==> src/hw/rtl/gamepad_report_key_queue_unit_macros.svh <==
// ---------------------------------------------------------------------------
// gamepad report key queue assertion macros
// concurrent checks shared by the key queue rtl
// ---------------------------------------------------------------------------
`ifndef GAMEPAD_REPORT_KEY_QUEUE_UNIT_MACROS_SVH
`define GAMEPAD_REPORT_KEY_QUEUE_UNIT_MACROS_SVH

// same-cycle implication, masked while reset is held
`define GPRKQ_ASSERT_NOW(lbl, clk, rst_n, ante, cons) \
  lbl: assert property (@(posedge clk) disable iff (!rst_n) (ante) |-> (cons)) \
    else $error("key queue check failed");

// next-cycle implication, masked while reset is held
`define GPRKQ_ASSERT_NEXT(lbl, clk, rst_n, ante, cons) \
  lbl: assert property (@(posedge clk) disable iff (!rst_n) (ante) |=> (cons)) \
    else $error("key queue check failed");

`endif

==> src/hw/rtl/gprkq_pkg.sv <==
// ---------------------------------------------------------------------------
// gamepad report key queue package
// key codes, input kinds, register indexes and the push request bundle
// ---------------------------------------------------------------------------
package gprkq_pkg;

  // key codes as delivered on the result channel
  typedef enum logic [3:0] {
    KEY_NONE  = 4'd0,
    KEY_UP    = 4'd1,
    KEY_DOWN  = 4'd2,
    KEY_LEFT  = 4'd3,
    KEY_RIGHT = 4'd4,
    KEY_ENTER = 4'd5,
    KEY_ESC   = 4'd6,
    KEY_EDIT  = 4'd7,
    KEY_CMD   = 4'd8,
    KEY_PGUP  = 4'd9,
    KEY_PGDN  = 4'd10
  } key_code_t;

  // what an input beat carries
  typedef enum logic {
    KIND_REPORT = 1'b0,
    KIND_READ   = 1'b1
  } kind_t;

  // configuration register indexes
  typedef enum logic {
    CFG_AXIS_MID    = 1'b0,
    CFG_AXIS_MARGIN = 1'b1
  } cfg_index_t;

  localparam int AXIS_W = 8;
  localparam int BTN_W  = 8;
  localparam int LEFT_W = 6;

  localparam logic [AXIS_W-1:0] AXIS_MID_RST    = 8'h7F;
  localparam logic [AXIS_W-1:0] AXIS_MARGIN_RST = 8'h40;
  localparam logic [BTN_W-1:0]  BUTTONS_RST     = 8'h00;

  // button bit positions
  localparam int BTN_X      = 0;
  localparam int BTN_A      = 1;
  localparam int BTN_B      = 2;
  localparam int BTN_Y      = 3;
  localparam int BTN_L      = 4;
  localparam int BTN_R      = 5;
  localparam int BTN_SELECT = 6;
  localparam int BTN_START  = 7;

  // press sources, in queueing order
  localparam int NUM_PUSH = 11;
  localparam int RANK_W   = 4;

  localparam key_code_t PUSH_CODE [NUM_PUSH] = '{
    KEY_UP, KEY_DOWN, KEY_LEFT, KEY_RIGHT, KEY_ENTER, KEY_ENTER,
    KEY_ESC, KEY_EDIT, KEY_CMD, KEY_PGUP, KEY_PGDN
  };

  // press edges of one report, each with its place among the pushed codes
  typedef struct packed {
    logic [NUM_PUSH-1:0]             hit;
    logic [NUM_PUSH-1:0][RANK_W-1:0] rank;
    logic [RANK_W-1:0]               total;
  } push_req_t;

endpackage

==> src/hw/rtl/gprkq_edge.sv <==
// ---------------------------------------------------------------------------
// gamepad report press edge detector
// holds the previous report and finds the press edges of a new one
// ---------------------------------------------------------------------------
module gprkq_edge (
  input  logic                         clk,
  input  logic                         rst_n,
  input  logic                         report_en,
  input  logic [gprkq_pkg::AXIS_W-1:0] axis_x,
  input  logic [gprkq_pkg::AXIS_W-1:0] axis_y,
  input  logic [gprkq_pkg::BTN_W-1:0]  buttons,
  input  logic [gprkq_pkg::AXIS_W-1:0] axis_mid,
  input  logic [gprkq_pkg::AXIS_W-1:0] axis_margin,
  output gprkq_pkg::push_req_t         push_req
);

  localparam int THR_W = gprkq_pkg::AXIS_W + 2;

  logic [gprkq_pkg::AXIS_W-1:0] last_x_r, last_x_nxt;
  logic [gprkq_pkg::AXIS_W-1:0] last_y_r, last_y_nxt;
  logic [gprkq_pkg::BTN_W-1:0]  last_btn_r, last_btn_nxt;

  logic signed [THR_W-1:0] thr_lo;
  logic        [THR_W-1:0] thr_hi;
  logic                    y_lo, y_hi, x_lo, x_hi;
  logic                    py_lo, py_hi, px_lo, px_hi;
  logic [gprkq_pkg::BTN_W-1:0]    btn_rise;
  logic [gprkq_pkg::NUM_PUSH-1:0] hit;

  // press thresholds, exact so they may leave the byte range
  assign thr_lo = $signed({2'b00, axis_mid}) - $signed({2'b00, axis_margin});
  assign thr_hi = {2'b00, axis_mid} + {2'b00, axis_margin};

  // axis classification for the new and the previous report
  assign y_lo  = $signed({2'b00, axis_y}) < thr_lo;
  assign y_hi  = {2'b00, axis_y} > thr_hi;
  assign x_lo  = $signed({2'b00, axis_x}) < thr_lo;
  assign x_hi  = {2'b00, axis_x} > thr_hi;
  assign py_lo = $signed({2'b00, last_y_r}) < thr_lo;
  assign py_hi = {2'b00, last_y_r} > thr_hi;
  assign px_lo = $signed({2'b00, last_x_r}) < thr_lo;
  assign px_hi = {2'b00, last_x_r} > thr_hi;

  assign btn_rise = buttons & ~last_btn_r;

  // press edges in queueing order
  assign hit = {
    btn_rise[gprkq_pkg::BTN_R],
    btn_rise[gprkq_pkg::BTN_L],
    btn_rise[gprkq_pkg::BTN_Y],
    btn_rise[gprkq_pkg::BTN_X],
    btn_rise[gprkq_pkg::BTN_SELECT],
    btn_rise[gprkq_pkg::BTN_START],
    btn_rise[gprkq_pkg::BTN_A] | btn_rise[gprkq_pkg::BTN_B],
    x_hi & ~px_hi,
    x_lo & ~px_lo,
    y_hi & ~py_hi,
    y_lo & ~py_lo
  };

  // rank of each edge among the edges ahead of it
  always_comb begin
    push_req.hit = hit;
    for (int f = 0; f < gprkq_pkg::NUM_PUSH; f++) begin
      push_req.rank[f] = gprkq_pkg::RANK_W'($countones(
        hit & gprkq_pkg::NUM_PUSH'((1 << f) - 1)));
    end
    push_req.total = gprkq_pkg::RANK_W'($countones(hit));
  end

  // previous report
  always_comb begin
    last_x_nxt   = last_x_r;
    last_y_nxt   = last_y_r;
    last_btn_nxt = last_btn_r;
    if (report_en) begin
      last_x_nxt   = axis_x;
      last_y_nxt   = axis_y;
      last_btn_nxt = buttons;
    end
  end

  always_ff @(posedge clk) begin
    if (!rst_n) begin
      last_x_r   <= gprkq_pkg::AXIS_MID_RST;
      last_y_r   <= gprkq_pkg::AXIS_MID_RST;
      last_btn_r <= gprkq_pkg::BUTTONS_RST;
    end else begin
      last_x_r   <= last_x_nxt;
      last_y_r   <= last_y_nxt;
      last_btn_r <= last_btn_nxt;
    end
  end

endmodule

==> src/hw/rtl/gprkq_cell.sv <==
// ---------------------------------------------------------------------------
// gamepad key queue cell
// one queue slot: shifts toward the head on a pop, catches its code on a push
// ---------------------------------------------------------------------------
module gprkq_cell #(
  parameter int CNT_W = 6,
  parameter int IDX   = 0
) (
  input  logic                 clk,
  input  logic                 pop,
  input  logic                 push,
  input  logic [CNT_W-1:0]     fill,
  input  gprkq_pkg::push_req_t push_req,
  input  gprkq_pkg::key_code_t code_in,
  output gprkq_pkg::key_code_t code_out
);

  localparam int REL_W = (CNT_W > gprkq_pkg::RANK_W) ? CNT_W : gprkq_pkg::RANK_W;

  gprkq_pkg::key_code_t code_r, code_nxt;
  gprkq_pkg::key_code_t catch_code;
  logic [REL_W-1:0]     rel;
  logic                 ahead;
  logic                 catch_hit;

  // place of this slot behind the current tail
  assign ahead = fill <= CNT_W'(IDX);
  assign rel   = REL_W'(IDX) - REL_W'(fill);

  // pick the pushed code whose rank lands here
  always_comb begin
    catch_hit  = 1'b0;
    catch_code = gprkq_pkg::KEY_NONE;
    for (int f = 0; f < gprkq_pkg::NUM_PUSH; f++) begin
      if (push_req.hit[f] && push_req.rank[f] == rel[gprkq_pkg::RANK_W-1:0]) begin
        catch_hit  = 1'b1;
        catch_code = gprkq_pkg::PUSH_CODE[f];
      end
    end
    catch_hit = catch_hit && ahead && (rel < REL_W'(gprkq_pkg::NUM_PUSH));
  end

  // slot update
  always_comb begin
    priority if (pop) begin
      code_nxt = code_in;
    end else if (push && catch_hit) begin
      code_nxt = catch_code;
    end else begin
      code_nxt = code_r;
    end
  end

  always_ff @(posedge clk) begin
    code_r <= code_nxt;
  end

  assign code_out = code_r;

endmodule

==> src/hw/rtl/gamepad_report_key_queue_unit.sv <==
// ---------------------------------------------------------------------------
// gamepad report key queue unit
// turns gamepad reports into queued key codes and pops them on request
// ---------------------------------------------------------------------------
// usage:
//   in channel: one beat per report (tuser kind report) or per read request
//   (tuser kind read). a report yields no result; its press edges are queued
//   in fixed order, and codes that do not fit a full queue are dropped.
//   out channel: one beat per read, key code and the count still waiting;
//   an empty queue answers with key none and a count of zero.
//   cfg port: rest level (index 0) and margin (index 1), written only idle.
//   a read result is valid in the cycle after its beat is accepted.
//   throughput: one beat per cycle unless stalled; the queue is a row of slot
//   cells that shift one place toward the head on a pop and catch up to eleven
//   codes at the tail on a report, so a read sees the report just before it.
//   stall: the result sits in the output register; while it is not taken,
//   in_tready is low. in_tready is high again in the cycle it is taken.
//   reset: synchronous, active low; registers return to centre 127, margin
//   64, centred previous axes, no buttons and an empty queue. no clearing
//   pass, the block accepts beats in the first cycle after reset.
// ---------------------------------------------------------------------------
`include "gamepad_report_key_queue_unit_macros.svh"

module gamepad_report_key_queue_unit #(
  parameter int QUEUE_DEPTH = 32
) (
  input  logic        clk,
  input  logic        rst_n,
  // configuration write port
  input  logic        cfg_we,
  input  logic        cfg_index,
  input  logic [7:0]  cfg_wdata,
  // input channel
  input  logic        in_tvalid,
  output logic        in_tready,
  input  logic [23:0] in_tdata,   // axis_x [7:0], axis_y [15:8], buttons [23:16]
  input  logic        in_tuser,   // kind [0]
  // result channel
  output logic        out_tvalid,
  input  logic        out_tready,
  output logic [15:0] out_tdata   // key_code [3:0], queued_left [9:4], zero [15:10]
);

  localparam int CNT_W = $clog2(QUEUE_DEPTH + 1);
  localparam int SUM_W = CNT_W + gprkq_pkg::RANK_W;

  logic [gprkq_pkg::AXIS_W-1:0] center_r, center_nxt;
  logic [gprkq_pkg::AXIS_W-1:0] margin_r, margin_nxt;
  logic [CNT_W-1:0]             cnt_r, cnt_nxt;
  logic                         out_valid_r, out_valid_nxt;
  gprkq_pkg::key_code_t         out_code_r, out_code_nxt;
  logic [gprkq_pkg::LEFT_W-1:0] out_left_r, out_left_nxt;

  logic                 in_acc;
  logic                 do_report;
  logic                 do_read;
  logic                 do_pop;
  gprkq_pkg::kind_t     in_kind;
  gprkq_pkg::push_req_t push_req;
  logic [SUM_W-1:0]     fill_sum;
  logic [SUM_W-1:0]     left_w;
  logic                 empty_ans;

  gprkq_pkg::key_code_t cell_code [QUEUE_DEPTH];
  gprkq_pkg::key_code_t cell_next [QUEUE_DEPTH];

  // beat acceptance
  assign in_tready = !out_valid_r || out_tready;
  assign in_acc    = in_tvalid && in_tready;
  assign in_kind   = gprkq_pkg::kind_t'(in_tuser);
  assign do_report = in_acc && (in_kind == gprkq_pkg::KIND_REPORT);
  assign do_read   = in_acc && (in_kind == gprkq_pkg::KIND_READ);
  assign do_pop    = do_read && (cnt_r != '0);

  // configuration registers
  always_comb begin
    center_nxt = center_r;
    margin_nxt = margin_r;
    if (cfg_we) begin
      unique case (gprkq_pkg::cfg_index_t'(cfg_index))
        gprkq_pkg::CFG_AXIS_MID:    center_nxt = cfg_wdata;
        gprkq_pkg::CFG_AXIS_MARGIN: margin_nxt = cfg_wdata;
        default: ;
      endcase
    end
  end

  // press edge detection
  gprkq_edge u_edge (
    .clk         (clk),
    .rst_n       (rst_n),
    .report_en   (do_report),
    .axis_x      (in_tdata[7:0]),
    .axis_y      (in_tdata[15:8]),
    .buttons     (in_tdata[23:16]),
    .axis_mid    (center_r),
    .axis_margin (margin_r),
    .push_req    (push_req)
  );

  // row of queue slots, head at slot zero
  for (genvar i = 0; i < QUEUE_DEPTH; i++) begin : g_cell
    if (i == QUEUE_DEPTH - 1) begin : g_tail
      assign cell_next[i] = cell_code[i];
    end else begin : g_body
      assign cell_next[i] = cell_code[i+1];
    end

    gprkq_cell #(
      .CNT_W (CNT_W),
      .IDX   (i)
    ) u_cell (
      .clk      (clk),
      .pop      (do_pop),
      .push     (do_report),
      .fill     (cnt_r),
      .push_req (push_req),
      .code_in  (cell_next[i]),
      .code_out (cell_code[i])
    );
  end

  // fill count, capped at the depth so surplus pushes fall away
  assign fill_sum = SUM_W'(cnt_r) + SUM_W'(push_req.total);
  assign left_w   = SUM_W'(cnt_r) - SUM_W'(1);

  always_comb begin
    cnt_nxt = cnt_r;
    priority if (do_report) begin
      cnt_nxt = (fill_sum > SUM_W'(QUEUE_DEPTH)) ? CNT_W'(QUEUE_DEPTH)
                                                 : fill_sum[CNT_W-1:0];
    end else if (do_pop) begin
      cnt_nxt = cnt_r - CNT_W'(1);
    end else begin
      cnt_nxt = cnt_r;
    end
  end

  // result register
  always_comb begin
    out_valid_nxt = out_valid_r;
    out_code_nxt  = out_code_r;
    out_left_nxt  = out_left_r;
    priority if (do_read) begin
      out_valid_nxt = 1'b1;
      out_code_nxt  = do_pop ? cell_code[0] : gprkq_pkg::KEY_NONE;
      out_left_nxt  = do_pop ? left_w[gprkq_pkg::LEFT_W-1:0] : '0;
    end else if (out_tready) begin
      out_valid_nxt = 1'b0;
    end else begin
      out_valid_nxt = out_valid_r;
    end
  end

  always_ff @(posedge clk) begin
    if (!rst_n) begin
      center_r    <= gprkq_pkg::AXIS_MID_RST;
      margin_r    <= gprkq_pkg::AXIS_MARGIN_RST;
      cnt_r       <= '0;
      out_valid_r <= 1'b0;
    end else begin
      center_r    <= center_nxt;
      margin_r    <= margin_nxt;
      cnt_r       <= cnt_nxt;
      out_valid_r <= out_valid_nxt;
    end
  end

  always_ff @(posedge clk) begin
    out_code_r <= out_code_nxt;
    out_left_r <= out_left_nxt;
  end

  assign out_tvalid = out_valid_r;
  assign out_tdata  = {6'd0, out_left_r, out_code_r};

  // answer to a read of an empty queue
  assign empty_ans = out_valid_r && (out_code_r == gprkq_pkg::KEY_NONE) &&
                     (out_left_r == '0) && (cnt_r == '0);

  // checks
  `GPRKQ_ASSERT_NOW(a_fill_bound, clk, rst_n, 1'b1, cnt_r <= CNT_W'(QUEUE_DEPTH))
  `GPRKQ_ASSERT_NEXT(a_report_silent, clk, rst_n, do_report, !out_valid_r)
  `GPRKQ_ASSERT_NEXT(a_empty_read, clk, rst_n, do_read && (cnt_r == '0), empty_ans)
  `GPRKQ_ASSERT_NEXT(a_pop_count, clk, rst_n, do_pop, cnt_r == $past(cnt_r) - CNT_W'(1))

endmodule
==> config.mk <==
export PLATFORM = sky130hd
export DESIGN_NAME = gamepad_report_key_queue_unit
export DESIGN_NICKNAME = d
export VERILOG_FILES = /design/src/hw/rtl/gprkq_pkg.sv /design/src/hw/rtl/gprkq_edge.sv /design/src/hw/rtl/gprkq_cell.sv /design/src/hw/rtl/gamepad_report_key_queue_unit.sv
export VERILOG_INCLUDE_DIRS = /design/src /design/src/hw/rtl
export SDC_FILE = /design/constraint.sdc
export NUM_CORES = 1
export LEC_CHECK = 0
export BUFFER_PORTS_ARGS = -buffer_cell sky130_fd_sc_hd__buf_2
export CAP_MARGIN = 0
export CORE_UTILIZATION = 30
export CTS_BUF_LIST = sky130_fd_sc_hd__clkbuf_8
export CTS_CLUSTER_DIAMETER = 30
export DETAILED_ROUTE_END_ITERATION = 8
export GPL_TIMING_DRIVEN = 0
export PLACE_DENSITY = 0.42
export SYNTH_ARGS = -nofsm -noshare
export SYNTH_HDL_FRONTEND = slang
export SYNTH_HIERARCHICAL = 1
export SYNTH_SLANG_ARGS = --single-unit
==> constraint.sdc <==
create_clock -name clk -period 20.5 [get_ports clk]
set_clock_uncertainty 0.1 [all_clocks]
set_input_delay 3.075 -clock clk [delete_from_list [all_inputs] [get_ports clk]]
set_output_delay 3.075 -clock clk [all_outputs]
set_load 0.1 [all_outputs]
==> results by group, run 1 <==
Drt
  – Routed Antenna Nets: 0
  – WL per Instance: ~27 um
  – Via count: between 30,000 and 40,000
  – Drc violations: 0
  – Vias per inst: 5.408
  – First drt pass iteration count: 5
  – Routed WL: 160,400 um
  – Initial DRC count: about 3,000

Clocking
  – Clock-pin slew on the worst setup and hold paths: 130 ps
  – Worst-case clock buffer depth: 2
  – Clock tree sinks: roughly 190
  – Post-CTS Setup Inserts: 0
  – Total CTS buffers: 17
  – Clock Tree Root: clkbuf_8
  – CTS tree: built
  – CTS Hold Bufs: 0
  – Post_cts resized: 0
  – CTS H-tree depth: 4
  – Worst skew pair latency: roughly 670 ps

Floorplanning
  – Core ar.: 0.1254 mm^2
  – Die Ht: between 300 and 400 um
  – Starting Density: between 30% and 40%
  – Site row count: 130
  – Die ar.: 0.1277 mm^2
  – Die X-Extent: approximately 360 um
  – Io pins: 57

Synthesis
  – Mapped Area: ~0.038 mm^2
  – Mapped Cells: between 4,000 and 5,000
  – Post-synth EDFFs: roughly 140
  – Yosys warns: 6
  – Number of synthesized register bits: 185
  – Top_reg_cell synth: edfxtp_1
  – Async SR Flop Fraction: 0%
  – Netlist cell types: between 150 and 200
  – Syn avg cell area: 9.192 um^2
  – Post-synthesis sequential area ratio: 13.42%

Critical path
  – Most frequent CP cell: ha_4
  – Startpoint type of the worst setup path: primary input
  – CP required: 20,710 ps
  – Crit Path Class: primary input to flip-flop
  – R2r setup slk: approximately 10,000 ps
  – Critical-path top delay cell: ha_4
  – Worst Setup End Kind: flip-flop
  – CP peak stage delay: about 680 ps
  – Worst-path maximum fanout: 34
  – Critical Path AT: ~11,000 ps

Timing
  – Period Utilization, post-route: a little over half
  – Final Hold Vio Count: 0
  – Max Freq: around 90 MHz
  – Relative slew margins: 21.61%
  – RSZ-0062 raised after global routing: false
  – Max Slew Vio Count: 0
  – Worst slew pin tran: between 1000 and 1500 ps
  – Min Tclk post-route: ~11,000 ps
  – Final setup vio count: 0

Placement
  – GPL Wtd Cong: 0.7982
  – Port bufs: a little under 50
  – Dpl hpwl: slightly above 100,000 um
  – DP Cell Count: between 5,000 and 6,000
  – Area post-placement: 0.04239 mm^2

GRT
  – First-pass GRT wire length: 230,100 um
  – Initial antenna violation count: 2
  – Vias in the first global route: about 31,000
  – Total track usage: 24.93%
  – Largest net degree at the start of global routing: 100
  – Total gr overflow: 0

Final layout
  – Final net count: 4,485
  – P&R area growth vs syn: 12.99%
  – Layout cells sized above 1: about 15%
  – Fillers: around 13,000
  – Final Cell Area: 0.04281 mm^2
  – Layout Cells excl Fill: between 5,000 and 6,000
  – Finished Core Util: 34.13%

Flow run
  – Max capacitance violation total: 0

Outcome
  – Status: completed

Min path
  – Worst min path class: flip-flop to flip-flop
metal layers:
layer / part of all wire (%) / up-vias / routed length, um / GRT usage [%]
li1: - / 14887 / - / -
met1: 46 / 15995 / 72990 / 34.35
met2: 46 / 1075 / 73520 / 40.32
met3: 5.9 / 237 / 9415 / 3.388
met4: 2.8 / 0 / 4497 / 7.188
met5: 0 / - / 0 / 0
synthesized netlist by cell type, types with 14 or more instances:
library cell / number / area share, %
xnor2_1: 815 / 19
xor2_1: 379 / 8.8
nand2_1: 240 / 2.4
nor2_1: 221 / 2.2
inv_1: 206 / 2.0
xnor3_1: 175 / 10
nand3_1: 162 / 2.1
ha_1: 145 / 4.8
edfxtp_1: 138 / 11
nand4_1: 131 / 2.2
nor3_1: 113 / 1.5
a21oi_1: 112 / 1.5
o21ai_0: 94 / 1.2
buf_6: 67 / 2.0
buf_4: 64 / 1.3
buf_2: 60 / 0.79
nor2b_1: 51 / 0.84
dfxtp_1: 47 / 2.5
nor4_1: 34 / 0.56
a31oi_1: 30 / 0.50
and3_1: 30 / 0.50
o21ai_1: 29 / 0.38
a41oi_1: 26 / 0.60
nand2b_1: 26 / 0.43
o211ai_1: 24 / 0.48
a21o_1: 23 / 0.46
a32oi_1: 23 / 0.53
mux2i_1: 23 / 0.61
and2_1: 22 / 0.36
nor3_2: 22 / 0.58
nor3b_1: 20 / 0.40
o22ai_1: 18 / 0.30
clkbuf_1: 16 / 0.16
o21a_1: 15 / 0.30
and4_1: 14 / 0.32
fa_1: 14 / 0.74
o21bai_1: 14 / 0.28
xnor2_2: 14 / 0.60
path summary, 6_finish.rpt:
path                           start  depth (start not counted)                            end
hold / removal    u_edge/last_y_r[0]                          2             u_edge/last_y_r[0]
setup reg to reg         margin_r[4]                         37  g_cell[28].u_cell/code_out[1]
hold reg to reg   u_edge/last_y_r[0]                          2             u_edge/last_y_r[0]
setup / recovery        in_tdata[11]                         30  g_cell[28].u_cell/code_out[1]
registers in the layout, summed over array words and instances, names as in the netlist:
signal                  count
u_edge/last_x_r             8
cnt_r                       6
center_r                    8
out_tvalid                  1
u_edge/last_y_r             8
g_cell.u_cell/code_out    128
margin_r                    8
out_code_r                  4
u_edge/last_btn_r           8
out_left_r                  6
cell families (layout without fill, tap and decap cells):
family | Yosys count | count (layout) | share of synthesized area [%]
other | 2 | 20 | 0.01982
xor gates and xnor gates | 1424 | 1424 | 41.24
and+or+nand+nor | 1241 | 1241 | 18.75
AOI/OAI and AO/OA | 653 | 653 | 13.42
buffers and inverters | 429 | 592 | 6.846
muxes | 24 | 24 | 0.6374
DFF | 185 | 185 | 13.42
adders and majority gates | 164 | 164 | 5.664
metrics by stage:
step                hold WS [ps]  TNS (ps)  setup WS, ps
floorplan                  353.0         0          3296
global placement           378.5  -4255990        -17240
detailed placement         377.1         0          8986
CTS                        402.0         0          9667
global route               421.8         0          9301
finish                     401.9         0          9592
final cells by class:
cell class	count	area, um^2	share of cell area [%]
Antenna cell	3	7.507	0.01754
Tap cell	1650	2064	4.823
Inverter	210	825.8	1.929
Timing Repair Buffer	131	1994	4.659
Sequential cell	185	5107	11.93
Multi-Input combinational cell	3523	30600	71.49
Clock buffer	17	234.0	0.5466
Buffer	219	1793	4.188
Clock inverter	15	177.7	0.4150
worst max-delay path, delay by kind of cell:
family	cells	cell delay [ps]
buffers and inverters	9	1930
XOR/XNOR	3	880
adder cells (fa/ha/maj)	7	2700
AND/OR/NAND/NOR	4	780
AO/OA/AOI/OAI	7	1610
placed cells by master, fill, tap and decap left out, drive strengths merged, types with 22 or more instances in the layout:
| master | count |
|---|---|
| a32oi | 30 |
| o21ai | 127 |
| clkbuf | 34 |
| nor2b | 54 |
| dfxtp | 47 |
| o22ai | 26 |
| nor4 | 58 |
| and3 | 31 |
| a41oi | 34 |
| nand2 | 241 |
| edfxtp | 138 |
| ha | 145 |
| buf | 333 |
| nor3b | 22 |
| mux2i | 23 |
| a31oi | 32 |
| xor2 | 391 |
| nor3 | 140 |
| nor2 | 237 |
| o211ai | 24 |
| a21oi | 118 |
| xnor2 | 838 |
| xnor3 | 181 |
| nand2b | 27 |
| and2 | 26 |
| nand4 | 132 |
| nand3 | 169 |
| a21o | 27 |
| inv | 221 |
Power of run 1 is left out: the tool's default activity adds up to more than one toggle a clock period on the data nets, which glitch-free logic cannot reach.
==> inputs of run 2 (changes only) <==
--- a/config.mk
+++ b/config.mk
@@ -13,7 +13,7 @@
 export CTS_CLUSTER_DIAMETER = 30
 export DETAILED_ROUTE_END_ITERATION = 8
 export GPL_TIMING_DRIVEN = 0
-export PLACE_DENSITY = 0.42
+export PLACE_DENSITY = 0.44
 export SYNTH_ARGS = -nofsm -noshare
 export SYNTH_HDL_FRONTEND = slang
 export SYNTH_HIERARCHICAL = 1
==> constraint.sdc (replaced) <==
create_clock -name clk -period 8.7 [get_ports clk]
set_clock_uncertainty 0.1 [all_clocks]
set_input_delay 1.305 -clock clk [delete_from_list [all_inputs] [get_ports clk]]
set_output_delay 1.305 -clock clk [all_outputs]
set_load 0.1 [all_outputs]
==> run 2 against run 1 <==
Via count grew 2.2%. Clock-buffer cell count unchanged. Highest routed layer unchanged. Wire length grew 2.0%.
==> results by group, run 2 (same netlist as run 1, synthesis figures left out) <==
Timing
  – Setup slack after layout: 353.8 ps (-9238 ps)
  – Period Utilization, post-route: 95.93%
  – RSZ-0062 raised after global routing: false
  – Final setup vio count: 0 (unchanged)
  – Worst slew pin tran: 1137 ps (-24.12 ps)
  – Relative slew margins: 23.24% (+1.6 points)
  – Final Hold Vio Count: 0 (unchanged)
  – Min Tclk post-route: roughly 8300 ps
  – Max Slew Vio Count: 0 (unchanged)
  – Max Freq: roughly 120 MHz

Min path
  – WHS Path Cells: 2 (unchanged)
  – Hold endpoint: margin_r[5]
  – Worst min path class: flip-flop to flip-flop
  – Hold Crit Start: margin_r[5]

GRT
  – GR Util met2: 40.73% (+0.41 points)
  – Total track usage: 25.38% (+0.46 points)
  – Grt met1 use: 34.63% (+0.28 points)
  – Vias in the first global route: 31,594 (+2.1%)
  – Total gr overflow: 0 (unchanged)
  – M3 GR Usage: 4.005% (+0.62 points)
  – GRT Max-Usage Layer: met2
  – Largest net degree at the start of global routing: 96 (-4.0%)
  – First-pass GRT wire length: 233,200 um (+1.4%)
  – Initial antenna violation count: 1 (-1)

Drt
  – Routed Antenna Nets: 0 (unchanged)
  – Drc violations: 0 (unchanged)
  – First drt pass iteration count: 5 (unchanged)
  – Via count: 32,901 (+2.2%)
  – Vias per inst: 5.499 (+1.7%)
  – Routed WL: 163,600 um (+2.0%)
  – Initial DRC count: 2,773 (-6.2%)
  – WL per Instance: 27.34 um (+1.5%)

Critical path
  – Reg2reg end: g_cell[27].u_cell/code_out[0]
  – Reg2Reg Launch Point: margin_r[4]
  – Worst Setup End Kind: flip-flop
  – Critical-path top delay cell: fa_2
  – Startpoint type of the worst setup path: flip-flop
  – Critical Path AT: 8610 ps (-2500 ps)
  – Most frequent CP cell: ha_1
  – CP peak stage delay: 630 ps (-50 ps)
  – Crit Path Class: flip-flop to flip-flop
  – Worst-path maximum fanout: 12 (-65%)
  – R2r setup slk: 350 ps (-9800 ps)
  – R2R depth: 35 (-5.4%)
  – CP required: 8960 ps (-11,750 ps)

Placement
  – GPL Wtd Cong: 0.8103 (+1.5%)
  – Dpl hpwl: 99,390 um (-2.2%)
  – Area post-placement: 0.04284 mm^2 (+1.1%)
  – Port bufs: 49 (unchanged)
  – Placement Setup Slack: -1453 ps (-10,440 ps)
  – DP Cell Count: 5,911 (-0.12%)

Final layout
  – Layout cells sized above 1: 18.45% (+3.1 points)
  – P&R area growth vs syn: 15.82%
  – Most common cell after layout, fill and taps aside: xnor2_1
  – Layout Cells excl Fill: 5,983 (+0.50%)
  – Flip-flop count of the largest register after layout: 128 (unchanged)
  – Final Cell Area: 0.04388 mm^2 (+2.5%)
  – Final net count: 4,516 (+0.69%)
  – Most frequent cells in the layout: xnor2_1, xor2_1, nand2_1

Floorplanning
  – Die Ht: 357.4 um (unchanged)
  – Die ar.: 0.1277 mm^2 (unchanged)
  – Site row count: 130 (unchanged)
  – Starting Density: 30.21% (unchanged)
  – Io pins: 57 (unchanged)
  – Core ar.: 0.1254 mm^2 (unchanged)
  – Die X-Extent: 357.4 um (unchanged)

Clocking
  – CTS tree: built
  – CTS H-tree depth: 4 (unchanged)
  – Worst-case clock buffer depth: 2 (unchanged)
  – Clock Tree Root: clkbuf_8
  – Worst skew pair latency: 710 ps (+40 ps)
  – Clock tree sinks: 185 (unchanged)
  – Clock-pin slew on the worst setup and hold paths: 140 ps (about the same)
  – Total CTS buffers: 17 (unchanged)

Flow run
  – Max capacitance violation total: 0 (unchanged)

Outcome
  – Status: completed
[run 2: cell count changes in the layout (fill, tap and decap cells not counted), sizes merged]
cell | previous run | this run
buf | 333 | 362
clkinvlp | 0 | 2
bufinv | 1 | 0
diode | 3 | 2
bufbuf | 0 | 2
inv | 221 | 220
[run 2: final cells by class]
cell class,count,area (um^2)
fill,12862,81530
multi-input combinational,3523,31290
sequential,185,5110
timing repair buffer,162,2333
tap,1650,2064
buffer,219,1797
inverter,210,830.8
clock buffer,17,234.0
clock inverter,15,219.0
antenna,2,5.005
[run 2: per-layer routing]
layer | vias to the layer above | routed length (um) | part of all wire (%)
met1 | 16445 | 72310 | 44
met2 | 1233 | 74430 | 46
met3 | 276 | 11410 | 7.0
met4 | 0 | 5414 | 3.3
li1 | 14947 | - | -
met5 | - | 0 | 0
[run 2: worst max path at each step]
stage | from | endpoint | cells past startpoint | slack (ps)
finish | margin_r[4] | g_cell[27].u_cell/code_out[0] | 35 | 350
global route | margin_r[4] | g_cell[5].u_cell/code_out[3] | 35 | 10
CTS | margin_r[4] | g_cell[23].u_cell/code_out[0] | 32 | 10
detailed placement | center_r[1] | g_cell[26].u_cell/code_out[0] | 28 | -1450
global placement | center_r[0] | g_cell[6].u_cell/code_out[1] | 22 | -11070
floorplan | margin_r[2] | g_cell[6].u_cell/code_out[0] | 25 | -2200
[run 2: what timing repair did]
action                                  4_1_cts  5_1_grt
hold buffers                                  0        0
buffers inserted                             22       14
pin swaps                                     8        8
cloned                                        2        0
gates resized for setup                       5       17
endpoints found under the setup margin      262      226
[run 2: critical path: cells and delay by family, from the launching register on]
kind / cells / cell delay [ps]
XOR/XNOR: 4 / 710
buffers and inverters: 8 / 1100
AND/OR/NAND/NOR: 9 / 1480
adder cells (fa/ha/maj): 7 / 2420
AO/OA/AOI/OAI: 7 / 1700
flip-flops: 1 / 390
[run 2: stage by stage]
stage / utilization (%) / setup TNS [ps] / hold WS, ps
after CTS: 34.80 / 0 / 394.1
after global routing: 34.99 / 0 / 417.1
final: 34.99 / 0 / 398.6
after detailed placement: 34.16 / -298610 / 374.4
after floorplan: - / -412790 / 344.7
after global placement: 32.63 / -2651770 / 359.7
Power of run 2 is left out for the same reason.
